[src/hdl/assert_macros.svh]
// assertion macros used by the datapath
`ifndef ASSERT_MACROS_SVH
`define ASSERT_MACROS_SVH

`ifndef SYNTHESIS
// plain property checked on every aclk edge outside reset
`define ASSERT_RST(lbl, prop, msg) \
    lbl: assert property (@(posedge aclk) disable iff (!aresetn) (prop)) else $error(msg);
// implication checked on every aclk edge outside reset
`define ASSERT_IMPL(lbl, ante, cons, msg) \
    lbl: assert property (@(posedge aclk) disable iff (!aresetn) (ante) |-> (cons)) \
        else $error(msg);
`else
`define ASSERT_RST(lbl, prop, msg)
`define ASSERT_IMPL(lbl, ante, cons, msg)
`endif

`endif

[src/hdl/adsr_pkg.sv]
// types, constants and microcode table of the adsr envelope generator
`default_nettype none

package adsr_pkg;

    localparam int TIME_BITS      = 24;
    localparam int ELAPSED_BITS   = TIME_BITS + 1;
    localparam int LEVEL_BITS     = 16;
    localparam int FULL_SCALE     = 32768;
    localparam int QBITS          = LEVEL_BITS + 1;
    localparam int PROD_BITS      = ELAPSED_BITS + LEVEL_BITS;
    localparam int CNT_BITS       = $clog2(QBITS);
    localparam int UPC_BITS       = 3;
    localparam int KIND_BITS      = 2;
    localparam int CFG_INDEX_BITS = 2;
    localparam int CFG_DATA_BITS  = (TIME_BITS > LEVEL_BITS) ? TIME_BITS : LEVEL_BITS;
    localparam int TIME_RESET     = 4800;
    localparam int SUSTAIN_RESET  = 16384;

    typedef enum logic [KIND_BITS-1:0] {
        KIND_TICK  = 2'd0,
        KIND_ON    = 2'd1,
        KIND_OFF   = 2'd2,
        KIND_SPARE = 2'd3
    } kind_t;

    typedef enum logic [2:0] {
        PH_IDLE    = 3'd0,
        PH_ATTACK  = 3'd1,
        PH_DECAY   = 3'd2,
        PH_SUSTAIN = 3'd3,
        PH_RELEASE = 3'd4
    } phase_t;

    typedef enum logic [CFG_INDEX_BITS-1:0] {
        CFG_ATTACK  = 2'd0,
        CFG_DECAY   = 2'd1,
        CFG_SUSTAIN = 2'd2,
        CFG_RELEASE = 2'd3
    } cfg_index_t;

    typedef enum logic [2:0] {
        UOP_FETCH    = 3'd0,
        UOP_SEL      = 3'd1,
        UOP_MUL      = 3'd2,
        UOP_DIV_INIT = 3'd3,
        UOP_DIV_STEP = 3'd4,
        UOP_LEVEL    = 3'd5,
        UOP_ADV      = 3'd6,
        UOP_OUT      = 3'd7
    } uop_t;

    typedef enum logic [2:0] {
        COND_NEXT     = 3'd0,
        COND_NO_REQ   = 3'd1,
        COND_NO_DIV   = 3'd2,
        COND_CNT_NZ   = 3'd3,
        COND_OUT_BUSY = 3'd4
    } cond_t;

    typedef struct packed {
        uop_t                op;
        cond_t               cond;
        logic [UPC_BITS-1:0] target;
    } uword_t;

    localparam logic [UPC_BITS-1:0] STEP_FETCH    = 3'd0;
    localparam logic [UPC_BITS-1:0] STEP_SEL      = 3'd1;
    localparam logic [UPC_BITS-1:0] STEP_MUL      = 3'd2;
    localparam logic [UPC_BITS-1:0] STEP_DIV_INIT = 3'd3;
    localparam logic [UPC_BITS-1:0] STEP_DIV_STEP = 3'd4;
    localparam logic [UPC_BITS-1:0] STEP_LEVEL    = 3'd5;
    localparam logic [UPC_BITS-1:0] STEP_ADV      = 3'd6;
    localparam logic [UPC_BITS-1:0] STEP_OUT      = 3'd7;

    typedef struct packed {
        logic fetch;
        logic sel;
        logic mul;
        logic div_init;
        logic div_step;
        logic level;
        logic adv;
        logic out;
    } dp_ctrl_t;

    typedef struct packed {
        logic req;
        logic no_div;
        logic cnt_nz;
        logic out_busy;
    } dp_stat_t;

    typedef struct packed {
        logic [TIME_BITS-1:0]  attack_time;
        logic [TIME_BITS-1:0]  decay_time;
        logic [LEVEL_BITS-1:0] sustain_level;
        logic [TIME_BITS-1:0]  release_time;
    } cfg_t;

    // microprogram: jump to target when the condition holds, else step on
    // (the last step wraps to fetch)
    function automatic uword_t urom(input logic [UPC_BITS-1:0] addr);
        uword_t w;
        begin
            case (addr)
                STEP_FETCH:    w = '{UOP_FETCH,    COND_NO_REQ,   STEP_FETCH};
                STEP_SEL:      w = '{UOP_SEL,      COND_NO_DIV,   STEP_LEVEL};
                STEP_MUL:      w = '{UOP_MUL,      COND_NEXT,     STEP_FETCH};
                STEP_DIV_INIT: w = '{UOP_DIV_INIT, COND_NEXT,     STEP_FETCH};
                STEP_DIV_STEP: w = '{UOP_DIV_STEP, COND_CNT_NZ,   STEP_DIV_STEP};
                STEP_LEVEL:    w = '{UOP_LEVEL,    COND_NEXT,     STEP_FETCH};
                STEP_ADV:      w = '{UOP_ADV,      COND_NEXT,     STEP_FETCH};
                STEP_OUT:      w = '{UOP_OUT,      COND_OUT_BUSY, STEP_OUT};
                default:       w = '{UOP_FETCH,    COND_NO_REQ,   STEP_FETCH};
            endcase
            return w;
        end
    endfunction

endpackage

`default_nettype wire

[src/hdl/adsr_cfg.sv]
// configuration registers with write filtering
`default_nettype none

module adsr_cfg (
    input  wire logic                               aclk,
    input  wire logic                               aresetn,
    input  wire logic                               cfg_wr_en,
    input  wire logic [adsr_pkg::CFG_INDEX_BITS-1:0] cfg_index,
    input  wire logic [adsr_pkg::CFG_DATA_BITS-1:0] cfg_data,
    output adsr_pkg::cfg_t                          cfg
);

    adsr_pkg::cfg_t                   cfg_reg;
    adsr_pkg::cfg_t                   cfg_next;
    logic [adsr_pkg::TIME_BITS-1:0]  wr_time;
    logic [adsr_pkg::LEVEL_BITS-1:0] wr_level;

    assign wr_time  = cfg_data[adsr_pkg::TIME_BITS-1:0];
    assign wr_level = cfg_data[adsr_pkg::LEVEL_BITS-1:0];

    always_comb begin
        cfg_next = cfg_reg;
        if (cfg_wr_en) begin
            // zero times and sustain above full scale are dropped
            unique case (cfg_index)
                adsr_pkg::CFG_ATTACK: begin
                    if (wr_time != '0) cfg_next.attack_time = wr_time;
                end
                adsr_pkg::CFG_DECAY: begin
                    if (wr_time != '0) cfg_next.decay_time = wr_time;
                end
                adsr_pkg::CFG_SUSTAIN: begin
                    if (wr_level <= adsr_pkg::LEVEL_BITS'(adsr_pkg::FULL_SCALE))
                        cfg_next.sustain_level = wr_level;
                end
                adsr_pkg::CFG_RELEASE: begin
                    if (wr_time != '0) cfg_next.release_time = wr_time;
                end
                default: cfg_next = cfg_reg;
            endcase
        end
    end

    always_ff @(posedge aclk) begin
        if (!aresetn) begin
            cfg_reg.attack_time   <= adsr_pkg::TIME_BITS'(adsr_pkg::TIME_RESET);
            cfg_reg.decay_time    <= adsr_pkg::TIME_BITS'(adsr_pkg::TIME_RESET);
            cfg_reg.sustain_level <= adsr_pkg::LEVEL_BITS'(adsr_pkg::SUSTAIN_RESET);
            cfg_reg.release_time  <= adsr_pkg::TIME_BITS'(adsr_pkg::TIME_RESET);
        end else begin
            cfg_reg <= cfg_next;
        end
    end

    assign cfg = cfg_reg;

endmodule

`default_nettype wire

[src/hdl/adsr_seq.sv]
// microcode sequencer: step counter, control rom and jump logic
`default_nettype none

module adsr_seq (
    input  wire logic              aclk,
    input  wire logic              aresetn,
    input  wire adsr_pkg::dp_stat_t stat,
    output adsr_pkg::dp_ctrl_t     ctrl
);

    logic [adsr_pkg::UPC_BITS-1:0] upc_reg;
    logic [adsr_pkg::UPC_BITS-1:0] upc_next;
    adsr_pkg::uword_t              word;
    logic                          take_jump;

    assign word = adsr_pkg::urom(upc_reg);

    always_comb begin
        unique case (word.cond)
            adsr_pkg::COND_NEXT:     take_jump = 1'b0;
            adsr_pkg::COND_NO_REQ:   take_jump = !stat.req;
            adsr_pkg::COND_NO_DIV:   take_jump = stat.no_div;
            adsr_pkg::COND_CNT_NZ:   take_jump = stat.cnt_nz;
            adsr_pkg::COND_OUT_BUSY: take_jump = stat.out_busy;
            default:                 take_jump = 1'b0;
        endcase
        upc_next = take_jump ? word.target : upc_reg + 1'b1;
    end

    always_comb begin
        ctrl = '0;
        unique case (word.op)
            adsr_pkg::UOP_FETCH:    ctrl.fetch    = 1'b1;
            adsr_pkg::UOP_SEL:      ctrl.sel      = 1'b1;
            adsr_pkg::UOP_MUL:      ctrl.mul      = 1'b1;
            adsr_pkg::UOP_DIV_INIT: ctrl.div_init = 1'b1;
            adsr_pkg::UOP_DIV_STEP: ctrl.div_step = 1'b1;
            adsr_pkg::UOP_LEVEL:    ctrl.level    = 1'b1;
            adsr_pkg::UOP_ADV:      ctrl.adv      = 1'b1;
            adsr_pkg::UOP_OUT:      ctrl.out      = 1'b1;
            default:                ctrl          = '0;
        endcase
    end

    always_ff @(posedge aclk) begin
        if (!aresetn) begin
            upc_reg <= adsr_pkg::STEP_FETCH;
        end else begin
            upc_reg <= upc_next;
        end
    end

endmodule

`default_nettype wire

[src/hdl/adsr_dp.sv]
// envelope datapath: phase state, multiplier, serial divider and output register
`default_nettype none

`include "assert_macros.svh"

module adsr_dp (
    input  wire logic                                aclk,
    input  wire logic                                aresetn,
    input  wire adsr_pkg::dp_ctrl_t                  ctrl,
    output adsr_pkg::dp_stat_t                       stat,
    input  wire adsr_pkg::cfg_t                      cfg,
    input  wire logic                                s_valid,
    output logic                                     s_ready,
    input  wire logic [adsr_pkg::KIND_BITS-1:0]      s_kind,
    input  wire logic [adsr_pkg::TIME_BITS-1:0]      s_delta_time,
    output logic                                     m_valid,
    input  wire logic                                m_ready,
    output logic [adsr_pkg::LEVEL_BITS-1:0]          m_level,
    output logic                                     m_sounding
);

    localparam int EB = adsr_pkg::ELAPSED_BITS;
    localparam int TB = adsr_pkg::TIME_BITS;
    localparam int LB = adsr_pkg::LEVEL_BITS;
    localparam int QB = adsr_pkg::QBITS;
    localparam int PB = adsr_pkg::PROD_BITS;

    adsr_pkg::phase_t   phase_reg, phase_next;
    logic [EB-1:0]      e_reg, e_next;
    logic [TB-1:0]      delta_reg;
    logic [LB-1:0]      mulk_reg;
    logic [TB-1:0]      den_reg;
    logic [PB-1:0]      prod_reg;
    logic [TB-1:0]      rem_reg;
    logic [QB-1:0]      lo_reg;
    logic [QB-1:0]      quo_reg;
    logic               sat_reg;
    logic [adsr_pkg::CNT_BITS-1:0] cnt_reg;
    logic [LB-1:0]      level_reg;
    logic               m_valid_reg;
    logic [LB-1:0]      m_level_reg;
    logic               m_sounding_reg;

    logic [PB-1:0]      prod_c;
    logic [TB-1:0]      prod_hi;
    logic [TB:0]        rem_try;
    logic               rem_ge;
    logic [TB:0]        rem_sub;
    logic [LB-1:0]      qsat;
    logic [LB-1:0]      level_c;
    logic [EB:0]        esum;
    logic [EB-1:0]      esat;
    logic               out_busy;

    assign out_busy = m_valid_reg && !m_ready;
    assign s_ready  = ctrl.fetch;

    assign stat.req      = s_valid;
    assign stat.no_div   = (phase_reg == adsr_pkg::PH_IDLE) ||
                           (phase_reg == adsr_pkg::PH_SUSTAIN);
    assign stat.cnt_nz   = (cnt_reg != '0);
    assign stat.out_busy = out_busy;

    // restoring division, one quotient bit per step
    assign prod_c  = e_reg * mulk_reg;
    assign prod_hi = prod_reg[PB-1:QB];
    assign rem_try = {rem_reg, lo_reg[QB-1]};
    assign rem_ge  = (rem_try >= {1'b0, den_reg});
    assign rem_sub = rem_try - {1'b0, den_reg};

    // quotient clamped to full scale serves all three ramps
    assign qsat = (sat_reg || (quo_reg > QB'(adsr_pkg::FULL_SCALE)))
                ? LB'(adsr_pkg::FULL_SCALE) : quo_reg[LB-1:0];

    always_comb begin
        case (phase_reg)
            adsr_pkg::PH_ATTACK:  level_c = qsat;
            adsr_pkg::PH_DECAY:   level_c = LB'(adsr_pkg::FULL_SCALE) - qsat;
            adsr_pkg::PH_SUSTAIN: level_c = cfg.sustain_level;
            adsr_pkg::PH_RELEASE: level_c = (cfg.sustain_level > qsat)
                                          ? cfg.sustain_level - qsat : '0;
            default:              level_c = '0;
        endcase
    end

    // elapsed time saturates at all ones
    assign esum = {1'b0, e_reg} + (EB + 1)'(delta_reg);
    assign esat = esum[EB] ? '1 : esum[EB-1:0];

    always_comb begin
        phase_next = phase_reg;
        e_next     = e_reg;
        if (ctrl.fetch && s_valid) begin
            if (s_kind == adsr_pkg::KIND_ON) begin
                phase_next = adsr_pkg::PH_ATTACK;
                e_next     = '0;
            end else if (s_kind == adsr_pkg::KIND_OFF) begin
                phase_next = adsr_pkg::PH_RELEASE;
                e_next     = '0;
            end
        end else if (ctrl.adv) begin
            case (phase_reg)
                adsr_pkg::PH_ATTACK: begin
                    e_next = esat;
                    if (esat > {1'b0, den_reg}) begin
                        e_next     = esat - {1'b0, den_reg};
                        phase_next = adsr_pkg::PH_DECAY;
                    end
                end
                adsr_pkg::PH_DECAY: begin
                    e_next = esat;
                    if (esat > {1'b0, den_reg}) begin
                        e_next     = esat - {1'b0, den_reg};
                        phase_next = adsr_pkg::PH_SUSTAIN;
                    end
                end
                adsr_pkg::PH_RELEASE: begin
                    e_next = esat;
                    if (esat > {1'b0, den_reg}) begin
                        e_next     = '0;
                        phase_next = adsr_pkg::PH_IDLE;
                    end
                end
                adsr_pkg::PH_SUSTAIN: e_next = '0;
                default: begin
                    e_next     = '0;
                    phase_next = adsr_pkg::PH_IDLE;
                end
            endcase
        end
    end

    always_ff @(posedge aclk) begin
        if (!aresetn) begin
            phase_reg <= adsr_pkg::PH_IDLE;
            e_reg     <= '0;
        end else begin
            phase_reg <= phase_next;
            e_reg     <= e_next;
        end
    end

    always_ff @(posedge aclk) begin
        if (!aresetn) begin
            cnt_reg <= '0;
        end else if (ctrl.div_init) begin
            cnt_reg <= adsr_pkg::CNT_BITS'(QB - 1);
        end else if (ctrl.div_step && cnt_reg != '0) begin
            cnt_reg <= cnt_reg - 1'b1;
        end
    end

    always_ff @(posedge aclk) begin
        if (ctrl.fetch && s_valid) begin
            // on and off requests ignore their time
            delta_reg <= (s_kind == adsr_pkg::KIND_ON || s_kind == adsr_pkg::KIND_OFF)
                       ? '0 : s_delta_time;
        end
        if (ctrl.sel) begin
            case (phase_reg)
                adsr_pkg::PH_ATTACK: begin
                    mulk_reg <= LB'(adsr_pkg::FULL_SCALE);
                    den_reg  <= cfg.attack_time;
                end
                adsr_pkg::PH_DECAY: begin
                    mulk_reg <= LB'(adsr_pkg::FULL_SCALE) - cfg.sustain_level;
                    den_reg  <= cfg.decay_time;
                end
                adsr_pkg::PH_RELEASE: begin
                    mulk_reg <= cfg.sustain_level;
                    den_reg  <= cfg.release_time;
                end
                default: begin
                    mulk_reg <= '0;
                    den_reg  <= cfg.attack_time;
                end
            endcase
        end
        if (ctrl.mul) begin
            prod_reg <= prod_c;
        end
        if (ctrl.div_init) begin
            // quotient does not fit when the upper part reaches the divisor
            sat_reg <= (prod_hi >= den_reg);
            rem_reg <= prod_hi;
            lo_reg  <= prod_reg[QB-1:0];
            quo_reg <= '0;
        end else if (ctrl.div_step) begin
            rem_reg <= rem_ge ? rem_sub[TB-1:0] : rem_try[TB-1:0];
            lo_reg  <= {lo_reg[QB-2:0], 1'b0};
            quo_reg <= {quo_reg[QB-2:0], rem_ge};
        end
        if (ctrl.level) begin
            level_reg <= level_c;
        end
    end

    always_ff @(posedge aclk) begin
        if (!aresetn) begin
            m_valid_reg <= 1'b0;
        end else if (ctrl.out && !out_busy) begin
            m_valid_reg <= 1'b1;
        end else if (m_ready) begin
            m_valid_reg <= 1'b0;
        end
    end

    always_ff @(posedge aclk) begin
        if (ctrl.out && !out_busy) begin
            m_level_reg    <= level_reg;
            m_sounding_reg <= (phase_reg != adsr_pkg::PH_IDLE);
        end
    end

    assign m_valid    = m_valid_reg;
    assign m_level    = m_level_reg;
    assign m_sounding = m_sounding_reg;

    `ASSERT_RST(a_cnt_range, cnt_reg <= adsr_pkg::CNT_BITS'(QB - 1),
        "divider count out of range")
    `ASSERT_IMPL(a_rem_below_den, ctrl.div_step && !sat_reg, rem_reg < den_reg,
        "partial remainder not below divisor")
    `ASSERT_IMPL(a_result_from_out, $rose(m_valid_reg), $past(ctrl.out),
        "result raised outside output step")
    `ASSERT_IMPL(a_ramp_bound,
        $past(ctrl.adv) && phase_reg == $past(phase_reg) &&
        (phase_reg == adsr_pkg::PH_ATTACK || phase_reg == adsr_pkg::PH_DECAY),
        e_reg <= {1'b0, den_reg}, "elapsed time past ramp length")

endmodule

`default_nettype wire

[src/hdl/adsr_envelope_generator.sv]
// top level of the linear adsr envelope generator
// Usage:
//   Each request on the s_ channel is a tick (s_kind 0 or 3) carrying s_delta_time,
//   a note on (1) or a note off (2). Every request yields exactly one result on
//   the m_ channel: m_level, the Q1.15 level before the time advance (0..32768),
//   and m_sounding, set when the envelope is not idle after the step.
//   Registers are written through cfg_wr_en/cfg_index/cfg_data;
//   zero times and sustain levels above full scale are ignored.
// Timing:
//   A small microprogram runs each request: fetch, operand select, multiply,
//   then a 17-step restoring divider, level and advance, output. Attack, decay
//   and release requests run every step; idle and sustain requests skip the
//   multiply and the divider.
//   One request is in work at a time; the next is taken the cycle after the
//   previous result is loaded into the output register.
// Reset and stall:
//   aresetn (synchronous, active low) clears the phase to idle, elapsed time to
//   zero, the registers to their defaults and drops m_valid. While m_ready is
//   low a pending result holds and the sequencer, on reaching its output step, waits there.
`default_nettype none

module adsr_envelope_generator (
    input  wire logic                                aclk,
    input  wire logic                                aresetn,
    input  wire logic                                cfg_wr_en,
    input  wire logic [adsr_pkg::CFG_INDEX_BITS-1:0] cfg_index,
    input  wire logic [adsr_pkg::CFG_DATA_BITS-1:0]  cfg_data,
    input  wire logic                                s_valid,
    output logic                                     s_ready,
    input  wire logic [adsr_pkg::KIND_BITS-1:0]      s_kind,
    input  wire logic [adsr_pkg::TIME_BITS-1:0]      s_delta_time,
    output logic                                     m_valid,
    input  wire logic                                m_ready,
    output logic [adsr_pkg::LEVEL_BITS-1:0]          m_level,
    output logic                                     m_sounding
);

    adsr_pkg::cfg_t     cfg;
    adsr_pkg::dp_ctrl_t ctrl;
    adsr_pkg::dp_stat_t stat;

    adsr_cfg u_cfg (
        .aclk      (aclk),
        .aresetn   (aresetn),
        .cfg_wr_en (cfg_wr_en),
        .cfg_index (cfg_index),
        .cfg_data  (cfg_data),
        .cfg       (cfg)
    );

    adsr_seq u_seq (
        .aclk    (aclk),
        .aresetn (aresetn),
        .stat    (stat),
        .ctrl    (ctrl)
    );

    adsr_dp u_dp (
        .aclk         (aclk),
        .aresetn      (aresetn),
        .ctrl         (ctrl),
        .stat         (stat),
        .cfg          (cfg),
        .s_valid      (s_valid),
        .s_ready      (s_ready),
        .s_kind       (s_kind),
        .s_delta_time (s_delta_time),
        .m_valid      (m_valid),
        .m_ready      (m_ready),
        .m_level      (m_level),
        .m_sounding   (m_sounding)
    );

endmodule

`default_nettype wire
[config.mk]
export PLATFORM = sky130hd
export DESIGN_NAME = adsr_envelope_generator
export DESIGN_NICKNAME = d
export VERILOG_FILES = /design/src/hdl/adsr_pkg.sv /design/src/hdl/adsr_cfg.sv /design/src/hdl/adsr_seq.sv /design/src/hdl/adsr_dp.sv /design/src/hdl/adsr_envelope_generator.sv
export VERILOG_INCLUDE_DIRS = /design/src /design/src/hdl
export SDC_FILE = /design/constraint.sdc
export NUM_CORES = 2
export LEC_CHECK = 0
export ABC_AREA = 1
export ABC_CLOCK_PERIOD_IN_PS = 10400
export BUFFER_PORTS_ARGS = -buffer_cell sky130_fd_sc_hd__buf_2
export CAP_MARGIN = 40
export CORE_MARGIN = 5
export CORE_UTILIZATION = 55
export DETAILED_ROUTE_END_ITERATION = 6
export GPL_ROUTABILITY_DRIVEN = 0
export PLACE_DENSITY = 0.71
export SYNTH_ARGS = -nofsm -noshare
export SYNTH_HDL_FRONTEND = slang
export SYNTH_HIERARCHICAL = 1
export SYNTH_SLANG_ARGS = --single-unit
[constraint.sdc]
create_clock -name aclk -period 10.4 [get_ports aclk]
set_input_delay 1.04 -clock aclk [delete_from_list [all_inputs] [get_ports aclk]]
set_output_delay 1.04 -clock aclk [all_outputs]
set_load 0.005 [all_outputs]
==> results.sh <==
export IMPL_synthAdderAreaFrac=0.286
export IMPL_grt_pass1_wl_um=144000
export IMPL_skew_ns=0.0325
export IMPL_period_needed_ns=6.30
export IMPL_netlist_area_sq_um=33000
export IMPL_dp_cells=5065
export IMPL_grt_max_degree=82
export IMPL_maxSlewHeadroom=0.363
export IMPL_muxShareOfSynthArea=0
export IMPL_synth_area_leaders="fa_1 20%, edfxtp_1 16%, nand2_1 13%, inv_1 9.9%, dfxtp_1 9.1%"
export IMPL_place_detailed_hpwl_um=69200
export IMPL_antenna_found_initial=2
export IMPL_fin_nets=4946
export IMPL_synth_seq_cells=330
export IMPL_drt_first_iter_violations=2405
export IMPL_post_layout_nonfiller_instances=5132
export IMPL_hold_viol_final=0
export IMPL_cts_tree="yes"
export IMPL_fin_tns_setup_ns=0
export IMPL_outcome="completed"
export IMPL_pwr_share_seq=0.307
export IMPL_crit_type="flip-flop to flip-flop"
export IMPL_switching_share=0.447
export IMPL_drive_gt1_frac=0.0649
export IMPL_hold_class="flip-flop to flip-flop"
export IMPL_synth_top_cell_area_share=0.197
export IMPL_cap_viol_max_count=0
export IMPL_finalCritPeriodShare=0.606
export IMPL_tightestPinTransition_ns=0.954
export IMPL_drtAntennaViolNets=0
export IMPL_rows=89
export IMPL_startpoint_type="flip-flop"
export IMPL_grt_overflow=0
export IMPL_path_cells="nand2_1, fa_1, inv_1, fa_1, fa_1, fa_1, fa_1, inv_1, fa_1, inv_1, ha_1, a21oi_1, inv_1, a31oi_1, o21ai_0, a21oi_1, nand2_1, nand2_1, nand2_1, nand2_1, nand3_1, xor2_1"
export IMPL_pwr_density_cell_nw_per_um2=181
export IMPL_yosys_area_top_type="fa_1"
export IMPL_fp_dieH_um=255
export IMPL_rsz0062_at_grt="false"
export IMPL_dieWidth_um=255
export IMPL_ys_warn_count=6
export IMPL_synth_fp_nets=4950
export IMPL_arrival_ns=6.59
export IMPL_vias=27900
export IMPL_clock_latency_ns=0.56
export IMPL_h_tree_depth=2
export IMPL_synthSimpleGateAreaFrac=0.227
export IMPL_cp_common_cell="fa_1"
export IMPL_post_cts_buffers=0
export IMPL_placed_area_sq_um=34300
export IMPL_cts_sinks=330
export IMPL_grt_pass1_vias=26700
export IMPL_clock_path_buffers=3
export IMPL_synth_cell_type_count=56
export IMPL_slowest_stage="dfxtp_1"
export IMPL_crit_required_ns=10.68
export IMPL_viasPerCell=5.44
export IMPL_synth_most_common_cell="nand2_1"
export IMPL_fmax_mhz=159
export IMPL_synth_top_family_by_area="adder cells"
export IMPL_dieArea_sq_um=65000
export IMPL_cts_root_buf="clkbuf_16"
export IMPL_synth_xor_area_share=0.0265
export IMPL_cp_end_kind="flip-flop"
export IMPL_cts_buffers_inserted=36
export IMPL_synth_cells=4334
export IMPL_synth_edf_count=180
export IMPL_synth_yosys_seq_area_share=0.255
export IMPL_drt_first_pass_iters=6
export IMPL_gr_usage_all_layers=0.278
export IMPL_stdcell_area_sq_um=35500
export IMPL_wl_um=90600
export IMPL_ios=76
export IMPL_cts_repair_resized=0
export IMPL_hold_buffers=0
export IMPL_largest_reg_flops=88
export IMPL_syn_area_per_cell_sq_um=7.61
export IMPL_synth_common_cells="1135 x nand2_1, 868 x inv_1, 338 x nor2_1"
export IMPL_peakVddDrop_mv=0.119
export IMPL_maxSlewViolCount=0
export IMPL_drcViolationCount=0
export IMPL_clk_pin_slew_ns=0.07
export IMPL_core_area_sq_um=59200
export IMPL_p_leak_nw=18.2
export IMPL_portBuffers=75
export IMPL_critPathMaxFanout=18
export IMPL_synth_compound_area_frac=0.0836
export IMPL_p_int_w=0.00356
export IMPL_ys_flop_type="edfxtp_1"
export IMPL_async_reset_ff_frac=0
export IMPL_p_clk_frac=0.205
export IMPL_initial_core_util=0.557
export IMPL_slowest_delay_ns=0.94
export IMPL_comb_power_share=0.488
export IMPL_wire_per_inst_um=17.7
export IMPL_p_switching_w=0.00288
export IMPL_syn_to_final_growth_pct=7.55
export IMPL_setup_viol=0
cells in the final DEF (no fill, tap or decap), types with 8 or more instances in the layout:
cell	Yosys	layout
nand4_1	56	56
o22ai_1	27	27
nor4_1	11	11
or2_2	14	14
o21ai_1	10	9
buf_16	0	8
inv_2	11	11
nor2_1	338	338
xnor2_1	41	41
a31oi_1	20	20
buf_8	0	10
buf_4	8	37
fa_1	324	324
nor3_1	35	31
dfxtp_1	150	150
clkbuf_16	0	37
nand2_1	1135	1134
xor2_1	59	59
nand3_1	155	155
a21o_1	14	14
nor2_2	27	27
inv_1	868	868
o21a_1	14	14
edfxtp_1	180	180
o21ai_0	161	161
ha_1	235	235
a21oi_1	189	189
buf_2	17	75
power by group through the flow:
stage / Clock [W] / Combinational (W) / Sequential [W]
floorplan: 0 / 0.00229 / 0.00189
global placement: 0 / 0.00289 / 0.00205
detailed placement: 0 / 0.00307 / 0.00199
CTS: 0.00133 / 0.00309 / 0.00197
global route: 0.00139 / 0.00351 / 0.00200
finish: 0.00132 / 0.00314 / 0.00198
logic make-up (layout without fill, tap and decap cells):
| group | count (synthesis) | count (layout) |
|---|---|---|
| flip-flops | 330 | 330 |
| AND/OR/NAND/NOR | 1802 | 1802 |
| XOR/XNOR | 100 | 100 |
| AO/OA/AOI/OAI | 489 | 489 |
| buffers and inverters | 1054 | 1078 |
| other | 0 | 1 |
| adder cells (fa/ha/maj) | 559 | 559 |
critical path, delay by kind of cell, from the launching register on:
family | cells | cell delay (ns)
buffers and inverters | 4 | 0.23
DFF | 1 | 0.94
and+or+nand+nor | 6 | 0.60
xor gates and xnor gates | 1 | 0.15
adders and majority gates | 7 | 3.39
AOI/OAI and AO/OA | 4 | 0.72
through the flow:
| step | util | hold slack [ns] | power, W | setup WS (ns) |
|---|---|---|---|---|
| 2_1_floorplan | - | 0.400 | 0.00418 | 4.66 |
| 3_3_place_gp | 0.572 | 0.403 | 0.00495 | 3.93 |
| 3_5_place_dp | 0.579 | 0.405 | 0.00506 | 4.22 |
| 4_1_cts | 0.599 | 0.418 | 0.00639 | 4.19 |
| 5_1_grt | 0.599 | 0.426 | 0.00690 | 3.78 |
| 6_report | 0.599 | 0.418 | 0.00644 | 4.10 |
cell type report:
type	count	area, sq um
diodes	1	2.50
clock inverters	21	211
multi-input cells	2950	20600
inverters	882	3310
fillers	5396	23800
flip-flops and latches	330	8410
repair buffers	130	1020
well taps	773	967
clock buffers	45	996
final timing paths:
kind	from	to	slack, ns	cells past startpoint
min reg2reg	u_dp/level_reg[1]$_SDFFCE_PN0P_	u_dp/m_level[1]$_DFFE_PP_	0.42	0
max reg2reg	u_dp/e_reg[5]$_SDFFE_PN0P_	u_dp/prod_reg[38]$_DFFE_PP_	4.10	22
max	u_dp/e_reg[5]$_SDFFE_PN0P_	u_dp/prod_reg[38]$_DFFE_PP_	4.10	22
min	u_dp/level_reg[1]$_SDFFCE_PN0P_	u_dp/m_level[1]$_DFFE_PP_	0.42	0
per-layer routing:
layer	up-vias	global-route usage	part of all wire
met4	2	0.101	0.043
li1	13400	-	-
met5	-	0	0.00014
met1	13200	0.395	0.43
met3	186	0.0525	0.093
met2	1167	0.431	0.44
Note: power is estimated with default switching activity, not from simulation.
